### src/rtl/core/helc_pkg.sv
// Package for the heater energy limit controller.
// Holds shared widths, reset values, status and register codes.
// No dependencies.
package helc_pkg;

    localparam int PERIOD_TICKS_DEF     = 100;
    localparam int TICKS_PER_SECOND_DEF = 10000;

    localparam int ADC_BITS = 10;
    localparam int ADC_W    = 10;
    localparam logic [ADC_W-1:0] ADC_MASK = ADC_W'((1 << ADC_BITS) - 1);

    localparam int BAT_W    = 13;
    localparam int CFG_W    = 18;
    localparam int CFG_AW   = 3;
    localparam int ENERGY_W = 32;
    localparam int TICK_W   = 20;
    localparam int TPS_W    = 17;
    localparam logic [TICK_W-1:0] TICK_MAX = '1;

    localparam int MV_PER_V     = 1000;
    localparam int Q_FRAC       = 13;
    localparam int TARGET_SCALE = 100;
    localparam int RATIO_SCALE  = 10;

    // Serial divider geometry.
    localparam int DIV_W = 56;
    localparam int REM_W = 24;
    localparam int CNT_W = 6;

    localparam logic [12:0] REF_MV_RST   = 13'd1200;
    localparam logic [17:0] RES_RST      = 18'd8192;
    localparam logic [7:0]  TARGET_RST   = 8'd5;
    localparam logic [5:0]  MAX_SEC_RST  = 6'd8;
    localparam logic [9:0]  SHORT_RST    = 10'd5;
    localparam logic [9:0]  OPEN_RST     = 10'd200;
    localparam logic [12:0] LOW_BAT_RST  = 13'd3300;

    typedef enum logic [2:0] {
        ST_IDLE    = 3'd0,
        ST_HEAT    = 3'd1,
        ST_TIMEOUT = 3'd2,
        ST_LOWBAT  = 3'd3,
        ST_SHORT   = 3'd4,
        ST_OPEN    = 3'd5
    } t_status;

    typedef enum logic [2:0] {
        REG_REFERENCE_MV   = 3'd0,
        REG_HEATER_RES     = 3'd1,
        REG_TARGET_POWER   = 3'd2,
        REG_MAX_HEAT_SEC   = 3'd3,
        REG_SHORT_RATIO    = 3'd4,
        REG_OPEN_RATIO     = 3'd5,
        REG_LOW_BATTERY_MV = 3'd6
    } t_cfg_idx;

endpackage

### src/rtl/core/heater_energy_limit_controller.sv
// A request with no power calculation goes straight to the output state; one with power
// runs the divider for heater power and, when the ratio is due, the short/open ratio.
// A shared bit-serial divider gives one quotient bit per cycle (23 + 25 + 28 + 37 + 54 steps
// at most, each division adding a load and a final step). A request is taken only while idle,
// after the last result has entered the output register, where it waits. Reset is synchronous,
// active low, and restores all but the datapath and output data registers.
module heater_energy_limit_controller #(
    parameter int PERIOD_TICKS     = helc_pkg::PERIOD_TICKS_DEF,
    parameter int TICKS_PER_SECOND = helc_pkg::TICKS_PER_SECOND_DEF
) (
    input  logic                            i_clk,
    input  logic                            i_rst_n,
    input  logic                            i_in_valid,
    output logic                            o_in_stall,
    input  logic                            i_puff_active,
    input  logic [helc_pkg::ADC_W-1:0]      i_heater_sample,
    input  logic [helc_pkg::ADC_W-1:0]      i_reference_sample,
    input  logic [helc_pkg::BAT_W-1:0]      i_battery_mv,
    input  logic                            i_battery_valid,
    output logic                            o_out_valid,
    input  logic                            i_out_stall,
    output logic                            o_heater_drive,
    output logic [2:0]                      o_status,
    output logic [helc_pkg::ENERGY_W-1:0]   o_energy,
    output logic                            o_power_enable,
    input  logic                            i_cfg_we,
    input  logic [helc_pkg::CFG_AW-1:0]     i_cfg_addr,
    input  logic [helc_pkg::CFG_W-1:0]      i_cfg_data
);

    localparam logic [6:0]                  PERIOD_P = PERIOD_TICKS[6:0];
    localparam logic [helc_pkg::TPS_W-1:0]  TPS_P    = TICKS_PER_SECOND[helc_pkg::TPS_W-1:0];

    typedef enum logic [5:0] {
        S_IDLE = 6'b000001,
        S_LOAD = 6'b000010,
        S_DIV  = 6'b000100,
        S_MUL  = 6'b001000,
        S_FIN  = 6'b010000,
        S_OUT  = 6'b100000
    } t_state;

    typedef enum logic [2:0] {
        OP_REF   = 3'd0,
        OP_THIRD = 3'd1,
        OP_RATIO = 3'd2,
        OP_VOLT  = 3'd3,
        OP_RES   = 3'd4
    } t_op;

    // Configuration registers.
    logic [12:0] r_ref_mv;
    logic [17:0] r_res;
    logic [7:0]  r_target;
    logic [5:0]  r_max_sec;
    logic [9:0]  r_short;
    logic [9:0]  r_open;
    logic [12:0] r_low_bat;

    // Block state.
    helc_pkg::t_status                  r_status;
    logic [6:0]                         r_phase;
    logic [helc_pkg::TICK_W-1:0]        r_ticks;
    logic                               r_running;
    logic                               r_started;
    logic                               r_enable;
    logic                               r_drive;
    logic [helc_pkg::ENERGY_W-1:0]      r_energy;
    logic [helc_pkg::BAT_W-1:0]         r_battery;

    // Sequencer and datapath.
    t_state                             r_state;
    t_op                                r_op;
    logic                               r_do_ratio;
    logic                               r_wrap;
    logic [helc_pkg::ADC_W-1:0]         r_hs;
    logic [helc_pkg::ADC_W-1:0]         r_rs;
    logic [22:0]                        r_q1;
    logic [23:0]                        r_mv;
    logic [23:0]                        r_d;
    logic [27:0]                        r_ratio;
    logic [26:0]                        r_v;
    logic [53:0]                        r_vv;
    logic [31:0]                        r_p;
    logic [helc_pkg::DIV_W-1:0]         r_a;
    logic [helc_pkg::REM_W-1:0]         r_rem;
    logic [helc_pkg::REM_W-1:0]         r_dsr;
    logic [helc_pkg::CNT_W-1:0]         r_cnt;

    // Output register.
    logic                               r_ov;
    logic                               r_o_drive;
    logic [2:0]                         r_o_status;
    logic [helc_pkg::ENERGY_W-1:0]      r_o_energy;
    logic                               r_o_enable;

    logic accept;
    assign accept     = i_in_valid && (r_state == S_IDLE);
    assign o_in_stall = (r_state != S_IDLE);

    // Per-tick control update, taken at the accepting edge.
    logic [22:0]                   lim_raw;
    logic [helc_pkg::TICK_W-1:0]   lim;
    helc_pkg::t_status             n_status;
    logic [6:0]                    n_phase;
    logic [helc_pkg::TICK_W-1:0]   n_ticks;
    logic                          n_running;
    logic                          n_started;
    logic                          n_enable;
    logic                          n_drive;
    logic [helc_pkg::ENERGY_W-1:0] n_energy;
    logic [helc_pkg::BAT_W-1:0]    n_battery;
    logic                          n_pow;
    logic                          n_ratio;
    logic                          n_wrap;
    logic                          n_work;

    assign lim_raw = 23'(r_max_sec) * 23'(TPS_P);
    assign lim     = (lim_raw > 23'(helc_pkg::TICK_MAX)) ? helc_pkg::TICK_MAX
                                                         : lim_raw[helc_pkg::TICK_W-1:0];

    always_comb begin
        n_status  = r_status;
        n_phase   = r_phase;
        n_ticks   = r_ticks;
        n_running = r_running;
        n_started = r_started;
        n_enable  = r_enable;
        n_drive   = r_drive;
        n_energy  = r_energy;
        n_battery = r_battery;
        n_pow     = 1'b0;
        n_ratio   = 1'b0;
        n_wrap    = 1'b0;
        if (r_running) begin
            if (n_ticks != helc_pkg::TICK_MAX) begin
                n_ticks = n_ticks + 1'b1;
            end
            if (n_ticks >= lim) begin
                n_status  = helc_pkg::ST_TIMEOUT;
                n_running = 1'b0;
                n_ticks   = '0;
            end
        end
        n_work = i_puff_active &&
                 (n_status == helc_pkg::ST_IDLE || n_status == helc_pkg::ST_HEAT);
        if (n_work) begin
            n_phase = r_phase + 7'd1;
            if (n_phase == 7'd1) begin
                n_drive = 1'b0;
                if (i_battery_valid) begin
                    n_battery = i_battery_mv;
                end
                if (n_battery < r_low_bat) begin
                    n_status = helc_pkg::ST_LOWBAT;
                    n_enable = 1'b0;
                end else begin
                    n_enable = 1'b1;
                    if (!r_started) begin
                        n_started = 1'b1;
                        n_ticks   = '0;
                        n_running = 1'b1;
                        n_status  = helc_pkg::ST_HEAT;
                    end
                end
            end else if (n_phase >= 7'd2 && n_phase < 7'd5) begin
                n_drive = 1'b1;
                n_pow   = 1'b1;
            end else begin
                if (r_enable) begin
                    n_pow   = 1'b1;
                    n_ratio = 1'b1;
                end else if (i_battery_valid) begin
                    n_battery = i_battery_mv;
                end
                if (n_phase == PERIOD_P) begin
                    n_wrap  = 1'b1;
                    n_phase = '0;
                    n_drive = 1'b0;
                    // With a power calculation pending, the energy clears at the end.
                    if (!r_enable) begin
                        n_energy = '0;
                    end
                end
            end
        end else begin
            n_drive = 1'b0;
            if (!i_puff_active) begin
                n_status  = helc_pkg::ST_IDLE;
                n_started = 1'b0;
                n_phase   = '0;
                n_ticks   = '0;
                n_running = 1'b0;
            end
        end
    end

    // Divider operand selection; the dividend is left aligned in r_a.
    logic [helc_pkg::DIV_W-1:0] ld_a;
    logic [helc_pkg::REM_W-1:0] ld_dsr;
    logic [helc_pkg::CNT_W-1:0] ld_cnt;
    logic [22:0]                prod_ref;
    logic [27:0]                mv_x10;

    assign prod_ref = 23'(r_hs) * 23'(r_ref_mv);
    assign mv_x10   = 28'(r_mv) * 28'(helc_pkg::RATIO_SCALE);

    always_comb begin
        case (r_op)
            OP_REF: begin
                ld_a   = {prod_ref, 33'd0};
                ld_dsr = (r_rs == '0) ? 24'd1 : 24'(r_rs);
                ld_cnt = 6'd23;
            end
            OP_THIRD: begin
                ld_a   = {r_q1, 2'b00, 31'd0};
                ld_dsr = 24'd3;
                ld_cnt = 6'd25;
            end
            OP_RATIO: begin
                ld_a   = {mv_x10, 28'd0};
                ld_dsr = r_d;
                ld_cnt = 6'd28;
            end
            OP_VOLT: begin
                ld_a   = {r_mv, helc_pkg::Q_FRAC'(0), 19'd0};
                ld_dsr = 24'(helc_pkg::MV_PER_V);
                ld_cnt = 6'd37;
            end
            OP_RES: begin
                ld_a   = {r_vv, 2'b00};
                ld_dsr = (r_res == '0) ? 24'd1 : 24'(r_res);
                ld_cnt = 6'd54;
            end
            default: begin
                ld_a   = '0;
                ld_dsr = 24'd1;
                ld_cnt = '0;
            end
        endcase
    end

    // One restoring division step.
    logic [helc_pkg::REM_W:0]   div_trial;
    logic                       div_ge;
    logic [helc_pkg::REM_W:0]   div_sub;

    assign div_trial = {r_rem, r_a[helc_pkg::DIV_W-1]};
    assign div_ge    = (div_trial >= {1'b0, r_dsr});
    assign div_sub   = div_trial - {1'b0, r_dsr};

    // Results of the final step.
    logic [23:0]                   mv_res;
    logic [23:0]                   d_res;
    logic [32:0]                   sum;
    logic [helc_pkg::ENERGY_W-1:0] e_new;
    logic [14:0]                   tgt_scaled;
    logic [helc_pkg::ENERGY_W-1:0] tgt_limit;
    logic                          fin_off;

    assign mv_res     = r_a[23:0];
    assign d_res      = ({11'd0, r_battery} > mv_res) ? ({11'd0, r_battery} - mv_res)
                                                      : (mv_res - {11'd0, r_battery});
    assign sum        = 33'(r_energy) + 33'(r_p);
    assign e_new      = sum[32] ? '1 : sum[31:0];
    assign tgt_scaled = 15'(r_target) * 15'(helc_pkg::TARGET_SCALE);
    assign tgt_limit  = 32'({tgt_scaled, helc_pkg::Q_FRAC'(0)});
    // The heater switches off on a fault, on reaching the target or at the period end.
    assign fin_off    = r_wrap || (r_do_ratio && ((r_ratio <= 28'(r_short)) ||
                                                  (r_ratio >= 28'(r_open)) ||
                                                  (e_new >= tgt_limit)));

    always_ff @(posedge i_clk) begin
        if (!i_rst_n) begin
            r_ref_mv  <= helc_pkg::REF_MV_RST;
            r_res     <= helc_pkg::RES_RST;
            r_target  <= helc_pkg::TARGET_RST;
            r_max_sec <= helc_pkg::MAX_SEC_RST;
            r_short   <= helc_pkg::SHORT_RST;
            r_open    <= helc_pkg::OPEN_RST;
            r_low_bat <= helc_pkg::LOW_BAT_RST;
        end else if (i_cfg_we) begin
            unique case (helc_pkg::t_cfg_idx'(i_cfg_addr))
                helc_pkg::REG_REFERENCE_MV:   r_ref_mv  <= i_cfg_data[12:0];
                helc_pkg::REG_HEATER_RES:     r_res     <= i_cfg_data[17:0];
                helc_pkg::REG_TARGET_POWER:   r_target  <= i_cfg_data[7:0];
                helc_pkg::REG_MAX_HEAT_SEC:   r_max_sec <= i_cfg_data[5:0];
                helc_pkg::REG_SHORT_RATIO:    r_short   <= i_cfg_data[9:0];
                helc_pkg::REG_OPEN_RATIO:     r_open    <= i_cfg_data[9:0];
                helc_pkg::REG_LOW_BATTERY_MV: r_low_bat <= i_cfg_data[12:0];
                default: ;
            endcase
        end
    end

    always_ff @(posedge i_clk) begin
        if (!i_rst_n) begin
            r_status   <= helc_pkg::ST_IDLE;
            r_phase    <= '0;
            r_ticks    <= '0;
            r_running  <= 1'b0;
            r_started  <= 1'b0;
            r_enable   <= 1'b1;
            r_drive    <= 1'b0;
            r_energy   <= '0;
            r_battery  <= '0;
            r_state    <= S_IDLE;
            r_op       <= OP_REF;
            r_do_ratio <= 1'b0;
            r_wrap     <= 1'b0;
            r_cnt      <= '0;
            r_ov       <= 1'b0;
        end else begin
            if ((r_state == S_OUT) && (!r_ov || !i_out_stall)) begin
                r_ov <= 1'b1;
            end else if (r_ov && !i_out_stall) begin
                r_ov <= 1'b0;
            end
            unique case (r_state)
                S_IDLE: begin
                    if (accept) begin
                        r_status   <= n_status;
                        r_phase    <= n_phase;
                        r_ticks    <= n_ticks;
                        r_running  <= n_running;
                        r_started  <= n_started;
                        r_enable   <= n_enable;
                        r_drive    <= n_drive;
                        r_energy   <= n_energy;
                        r_battery  <= n_battery;
                        r_do_ratio <= n_ratio;
                        r_wrap     <= n_wrap;
                        r_hs       <= i_heater_sample & helc_pkg::ADC_MASK;
                        r_rs       <= i_reference_sample & helc_pkg::ADC_MASK;
                        r_op       <= OP_REF;
                        r_state    <= n_pow ? S_LOAD : S_OUT;
                    end
                end
                S_LOAD: begin
                    r_a     <= ld_a;
                    r_dsr   <= ld_dsr;
                    r_rem   <= '0;
                    r_cnt   <= ld_cnt;
                    r_state <= S_DIV;
                end
                S_DIV: begin
                    if (r_cnt != '0) begin
                        r_a   <= {r_a[helc_pkg::DIV_W-2:0], div_ge};
                        r_rem <= div_ge ? div_sub[helc_pkg::REM_W-1:0]
                                        : div_trial[helc_pkg::REM_W-1:0];
                        r_cnt <= r_cnt - 1'b1;
                    end else begin
                        case (r_op)
                            OP_REF: begin
                                r_q1    <= r_a[22:0];
                                r_op    <= OP_THIRD;
                                r_state <= S_LOAD;
                            end
                            OP_THIRD: begin
                                r_mv    <= mv_res;
                                r_d     <= d_res;
                                r_state <= S_LOAD;
                                if (r_do_ratio && d_res != '0) begin
                                    r_op <= OP_RATIO;
                                end else begin
                                    // No voltage across the battery gap reads as open.
                                    r_ratio <= 28'(r_open);
                                    r_op    <= OP_VOLT;
                                end
                            end
                            OP_RATIO: begin
                                r_ratio <= r_a[27:0];
                                r_op    <= OP_VOLT;
                                r_state <= S_LOAD;
                            end
                            OP_VOLT: begin
                                r_v     <= r_a[26:0];
                                r_state <= S_MUL;
                            end
                            OP_RES: begin
                                r_p     <= (|r_a[helc_pkg::DIV_W-1:32]) ? '1 : r_a[31:0];
                                r_state <= S_FIN;
                            end
                            default: r_state <= S_FIN;
                        endcase
                    end
                end
                S_MUL: begin
                    r_vv    <= 54'(r_v) * 54'(r_v);
                    r_op    <= OP_RES;
                    r_state <= S_LOAD;
                end
                S_FIN: begin
                    r_energy <= r_wrap ? '0 : e_new;
                    if (r_do_ratio) begin
                        if (r_ratio <= 28'(r_short)) begin
                            r_status <= helc_pkg::ST_SHORT;
                        end else if (r_ratio >= 28'(r_open)) begin
                            r_status <= helc_pkg::ST_OPEN;
                        end else begin
                            r_status <= helc_pkg::ST_HEAT;
                        end
                        if (e_new >= tgt_limit) begin
                            r_enable <= 1'b0;
                        end
                    end
                    if (fin_off) begin
                        r_drive <= 1'b0;
                    end
                    r_state <= S_OUT;
                end
                S_OUT: begin
                    if (!r_ov || !i_out_stall) begin
                        r_state <= S_IDLE;
                    end
                end
                default: r_state <= S_IDLE;
            endcase
        end
    end

    always_ff @(posedge i_clk) begin
        if ((r_state == S_OUT) && (!r_ov || !i_out_stall)) begin
            r_o_drive  <= r_drive;
            r_o_status <= r_status;
            r_o_energy <= r_energy;
            r_o_enable <= r_enable;
        end
    end

    assign o_out_valid    = r_ov;
    assign o_heater_drive = r_o_drive;
    assign o_status       = r_o_status;
    assign o_energy       = r_o_energy;
    assign o_power_enable = r_o_enable;

endmodule

### config.mk
export PLATFORM = sky130hd
export DESIGN_NAME = heater_energy_limit_controller
export DESIGN_NICKNAME = d
export VERILOG_FILES = /design/src/rtl/core/helc_pkg.sv /design/src/rtl/core/heater_energy_limit_controller.sv
export SDC_FILE = /design/constraint.sdc
export NUM_CORES = 2
export LEC_CHECK = 0
export ABC_AREA = 1
export BUFFER_PORTS_ARGS = -buffer_cell sky130_fd_sc_hd__buf_4
export CORE_ASPECT_RATIO = 1.75
export CORE_MARGIN = 10
export CORE_UTILIZATION = 52
export DETAILED_ROUTE_END_ITERATION = 8
export GPL_ROUTABILITY_DRIVEN = 0
export GPL_TIMING_DRIVEN = 0
export PLACE_DENSITY_LB_ADDON = 0.12
export SLEW_MARGIN = 20
export SYNTH_ARGS = -nofsm -noshare
export SYNTH_HDL_FRONTEND = slang
export SYNTH_SLANG_ARGS = --single-unit
### constraint.sdc
create_clock -name i_clk -period 17.03 [get_ports i_clk]
set_input_delay 2.5545 -clock i_clk [delete_from_list [all_inputs] [get_ports i_clk]]
set_output_delay 2.5545 -clock i_clk [all_outputs]
set_load 0.05 [all_outputs]
======== Yosys cells after proc, flatten, opt, wreduce, memory -nomap -nowiden ========
Index checks and enable logic that the tools add are counted.
cells by class
  $add $sub $neg .......................... 7
  multiply operators ...................... 5
  $lt $le $gt $ge ......................... 10
  equal/unequal tests ..................... 42
  mux-type cells .......................... 106
  bitwise operators ....................... 1
  reduce and logical (&&, ||, !) cells .... 55
operators with widths
  cell                                                number
  one-hot mux 56 bit (5 select lines)                 1
  2-to-1 mux 32 bit                                   8
  2-to-1 mux 20 bit                                   10
  one-hot mux 24 bit (5 select lines)                 1
  one-hot mux 56 bit (2 select lines)                 1
  2-to-1 mux 13 bit                                   6
  2-to-1 mux 24 bit                                   3
  one-hot mux 32 bit (2 select lines)                 1
  2-to-1 mux 56 bit                                   1
  one-hot mux 28 bit (2 select lines)                 1
  multiplier 27 x 27 -> 54 bit                        1
  one-hot mux 24 bit (2 select lines)                 1
  2-to-1 mux 3 bit                                    13
  2-to-1 mux 1 bit                                    37
  one-hot mux 6 bit (6 select lines)                  1
  2-to-1 mux 7 bit                                    5
  adder 32 x 32 -> 33 bit                             1
  greater-or-equal comparator 32 x 28 -> 1 bit        1
  2-to-1 mux 6 bit                                    5
  one-hot mux 6 bit (5 select lines)                  1
  greater-or-equal comparator 28 x 10 -> 1 bit        1
  less-or-equal comparator 28 x 10 -> 1 bit           1
  2-to-1 mux 28 bit                                   1
  multiplier 24 x 3 -> 27 bit, second input constant  1
  other kinds (59)                                    123
storage, ports and cells
  flip-flop bits (word level) ............. 548
  input port bits ......................... 61
  output and inout port bits .............. 39
  word-level logic and storage cells ...... 264

======== Logic depth before layout (Yosys ltp) ========
  depth after elaboration ................. 16
  depth in mapped cells ................... 35

======== Least setup slack after synthesis ========
No wires, ideal clock.
  path kind ............................... register to register
  start point ............................. reg r_v[14]
  end point ............................... reg r_vv[50], data pin
  arrival time ............................ 6483 ps
  required time ........................... 16765 ps
  path slack .............................. 10282 ps
  stages on the path, launching flop included .. 25
  clock period less this slack ............ 6748 ps
  path through ............................ edfxtp_1 -> clkbuf_1 -> clkbuf_1 -> nand2_1 -> fa_1 -> inv_1 -> fa_1 -> inv_1 -> fa_1 -> fa_1 -> inv_1 -> fa_1 -> fa_1 -> inv_1 -> fa_1 -> inv_1 -> ha_1 -> nand2_1 -> nor2_1 -> nor4b_1 -> a21oi_1 -> o21ai_0 -> nand3_1 -> o211ai_1 -> xor2_1
between the ends
  word-level cells in the longest chain between the ends .. 1
ends and longest elaborated chain
  what                          line                                   RTL
  start, declared               heater_energy_limit_controller.sv:82   logic [26:0] r_v;
  start signal, assigned        heater_energy_limit_controller.sv:377  r_v <= r_a[26:0];
  multiplier 27 x 27 -> 54 bit  heater_energy_limit_controller.sv:389  r_vv <= 54'(r_v) * 54'(r_v);
  end signal, assigned          heater_energy_limit_controller.sv:389
  end, declared                 heater_energy_limit_controller.sv:83   logic [53:0] r_vv;
Every way passes these cells.
A chain may end at the register's enable or synchronous reset.

======== Final worst setup path ========
  start point ............................. reg r_v[11]
  end point ............................... reg r_vv[47], data pin
The elaborated chain is that of the path after synthesis.

==> run_results.csv <==
group,metric,value,unit
timing,slew_viol_final,0,
pwr,power.density,66.3,nW/um2
floorplanning,dieWidth,269,um
synth,synth-edff-count,372,
setup_path,crit_path_start_kind,"flop",
final_layout,instances_no_fill,8335,
synth,synth-xor-area-share,0.0213,
timing,slew_headroom,0.179,
global_routing,grt_first_pass_wirelength,278,mm
pwr,peakVddDrop,0.0934,mV
final_layout,drive_gt1_frac,0.0418,
final_layout,final_cell_mix,"1579 x inv_1, 1384 x nand2_1, 657 x fa_1, 506 x ha_1, 431 x a21oi_1",
clock_network,cts_setup_buffers,0,
clock_network,postCtsHoldBufs,0,
pwr,p_int,2.62,mW
setup_path,r2r_slack,7.59,ns
clock_network,cts_max_level,2,
global_routing,antenna_found_initial,2,
synth,yosysTopAreaCellShare,0.234,
placement,dp_cells,8243,
synth,ys_seq_elements,547,
final_layout,synthToLayoutAreaGrowth,7.99,%
clock_network,numCtsBuffers,48,
setup_path,worstPathArrival,9.81,ns
synth,yosysUniqueCellTypes,63,
timing,fin_crit,9.44,ns
clock_network,root_buffer,"clkbuf_16",
synth,synth_ff_type,"edfxtp_1",
drt,vias,46000,
status,status,"completed",
clock_network,cts.path.max_buffers,3,
final_layout,final_common_cell,"inv_1",
setup_path,max_stage_delay,0.86,ns
synth,synth_nets,7981,
synth,yosys.area_share.simple,0.155,
clock_network,cts_tree,"done",
pwr,pwr-share-seq,0.376,
worst_hold_path,min_from,"r_ref_mv[7]$_SDFFE_PN1P_",
drt,wl_met2,94.8,mm
synth,syn_area_per_cell,8.34,um2
pwr,clkPwrFrac,0.305,
placement,io_buffers,98,
synth,synthTopCellsByArea,"fa_1 23%, edfxtp_1 20%, ha_1 11%",
synth,async_flop_share,0,
pwr,p_sw_frac,0.351,
synth,netlist_area,56300,um2
drt,drc,0,
floorplanning,ios,100,
drt,first_iter_violations,3417,
synth,yosysSeqAreaShare,0.261,
timing,setup_violations,0,
global_routing,grt_usage,0.304,
drt,wl_met1,58.7,mm
global_routing,grt.overflow.total,0,
pwr,p_leak,30.8,nW
global_routing,grt_pass1_vias,48400,
drt,wirelength,183,mm
synth,synthCells,6757,
clock_network,ctsResizeCount,0,
floorplanning,core-area,107000,um2
worst_hold_path,hold_class,"reg -> reg",
timing,finalHoldViolCount,0,
drt,postRouteAntennaNets,0,
setup_path,worstReg2RegEnd,"r_vv[47]$_DFFE_PP_",
drt,dr.pass1.iters,9,
timing,finClkSkew,0.0414,ns
pwr,power.switching,1.42,mW
drt,wl_per_cell,22.0,um
timing,rsz0062_at_grt,"no",
floorplanning,die_area,122000,um2
setup_path,crit_top_cell,"fa_1",
clock_network,insertion_delay,0.63,ns
synth,synth_compound_area_frac,0.0956,
floorplanning,initial_core_util,0.524,
pwr,combinationalPowerShare,0.318,
timing,hold_ws,0.457,ns
synth,muxShareOfSynthArea,0,
global_routing,grt_max_degree,29,
setup_path,reg2reg_depth,26,
setup_path,critPathKind,"reg -> reg",
setup_path,rr_startpoint,"r_v[11]$_DFFE_PP_",
drt,met3_length,9.22,mm
timing,tns,0,ns
synth,synth_top_family_by_area,"adder cells",
setup_path,critPathSlowestCell,"clkbuf_1",
timing,min_period_over_period,0.554,
timing,tightest_slew,1.23,ns
drt,vias_per_cell,5.52,
floorplanning,fp.dieH,455,um
setup_path,crit_path_end_kind,"flop",
floorplanning,std_cell_rows,159,
placement,dp_hpwl,153,mm
drt,top_layer,"met4",
setup_path,crit_required,17.40,ns
worst_hold_path,whs_path_depth,2,
synth,yosysTopAreaCell,"fa_1",
timing,fmax,106,MHz
setup_path,critPathMaxFanout,10,
synth,synthAdderAreaFrac,0.346,
clock_network,cts_sinks,547,
clock_network,clk_pin_slew,0.07,ns
pwr,power.total,4.03,mW
run,maxCapViolCount,0,
synth,synth_warnings,0,
worst_hold_path,holdPathEnd,"r_ref_mv[7]$_SDFFE_PN1P_",
final_layout,nNetsFinal,8149,
power by group through the flow:
stage | logic [mW] | clock network (mW) | registers (mW)
5_1_grt | 1.45 | 1.28 | 1.52
6_report | 1.28 | 1.23 | 1.52
2_1_floorplan | 0.874 | 0 | 1.56
4_1_cts | 1.28 | 1.24 | 1.52
3_3_place_gp | 1.24 | 0 | 1.55
3_5_place_dp | 1.27 | 0 | 1.54
stage by stage:
step                      utilization  cell area [um2]  setup slack, ns
after floorplan                     -            56300            10.28
after global placement          0.547            58800             7.97
after detailed placement        0.550            59100             7.92
after CTS                       0.566            60800             7.88
after global routing            0.566            60800             7.30
final                           0.566            60800             7.59
state kept, by name, summed over array words and instances (netlist names), 23 cells and up:
signal and flops:
r_d 24, r_ratio 28, r_rem 24, r_mv 24
o_energy 32, r_energy 32, r_p 32, r_v 27
r_a 56, r_dsr 24, r_q1 23, r_vv 53
metal layers:
metal | vias up | global-route usage
li1 | 21400 | -
met2 | 1728 | 0.562
met5 | - | 0
met1 | 22100 | 0.291
met4 | 0 | 0.276
met3 | 781 | 0.0333
cell type report:
type	instances	area, um2
fillers	9975	46600
repair buffers	118	972
flip-flops and latches	547	14700
well taps	1368	1710
multi-input cells	4413	34900
clock inverters	30	432
diodes	3	7.51
plain buffers	208	858
inverters	1589	5970
clock buffers	59	1310
kinds of logic (layout without fill, tap and decap cells):
| logic type | after synthesis | after routing |
|---|---|---|
| AND/OR/NAND/NOR | 2137 | 2137 |
| buffers and inverters | 1797 | 2004 |
| flip-flops | 547 | 547 |
| XOR/XNOR | 137 | 137 |
| AO/OA/AOI/OAI | 976 | 976 |
| adder cells (fa/ha/maj) | 1163 | 1163 |
| other | 0 | 3 |
cell usage after synthesis (all sizes together) (16+ instances only):
library cell  count
buf              33
a21oi           436
o211ai           32
nor2            387
o21bai           16
xor2             89
nand2          1392
nor3             46
ha              506
nor4             26
or2              21
nand3           194
dfxtp           175
nand4            62
clkbuf          175
edfxtp          372
o21ai           367
inv            1585
a22o             16
fa              657
xnor2            48
a31oi            23
how the worst max path moves through the flow:
stage / from / endpoint / slack (ns) / cells after the start
6_report: r_v[11]$_DFFE_PP_ / r_vv[47]$_DFFE_PP_ / 7.59 / 26
5_1_grt: r_v[20]$_DFFE_PP_ / r_vv[47]$_DFFE_PP_ / 7.30 / 26
2_1_floorplan: r_v[14]$_DFFE_PP_ / r_vv[50]$_DFFE_PP_ / 10.28 / 24
3_3_place_gp: r_v[14]$_DFFE_PP_ / r_vv[47]$_DFFE_PP_ / 7.97 / 26
4_1_cts: r_v[14]$_DFFE_PP_ / r_vv[47]$_DFFE_PP_ / 7.88 / 26
3_5_place_dp: r_v[14]$_DFFE_PP_ / r_vv[47]$_DFFE_PP_ / 7.92 / 26
worst max-delay path, delay by kind of cell, from the launching register on:
family / cells / cell delay [ns]
adder cells (fa/ha/maj): 8 / 4.03
buffers and inverters: 8 / 2.06
AO/OA/AOI/OAI: 4 / 1.64
AND/OR/NAND/NOR: 5 / 0.87
flip-flops: 1 / 0.38
XOR/XNOR: 1 / 0.15
No activity file was read; power rests on OpenSTA's default activity.
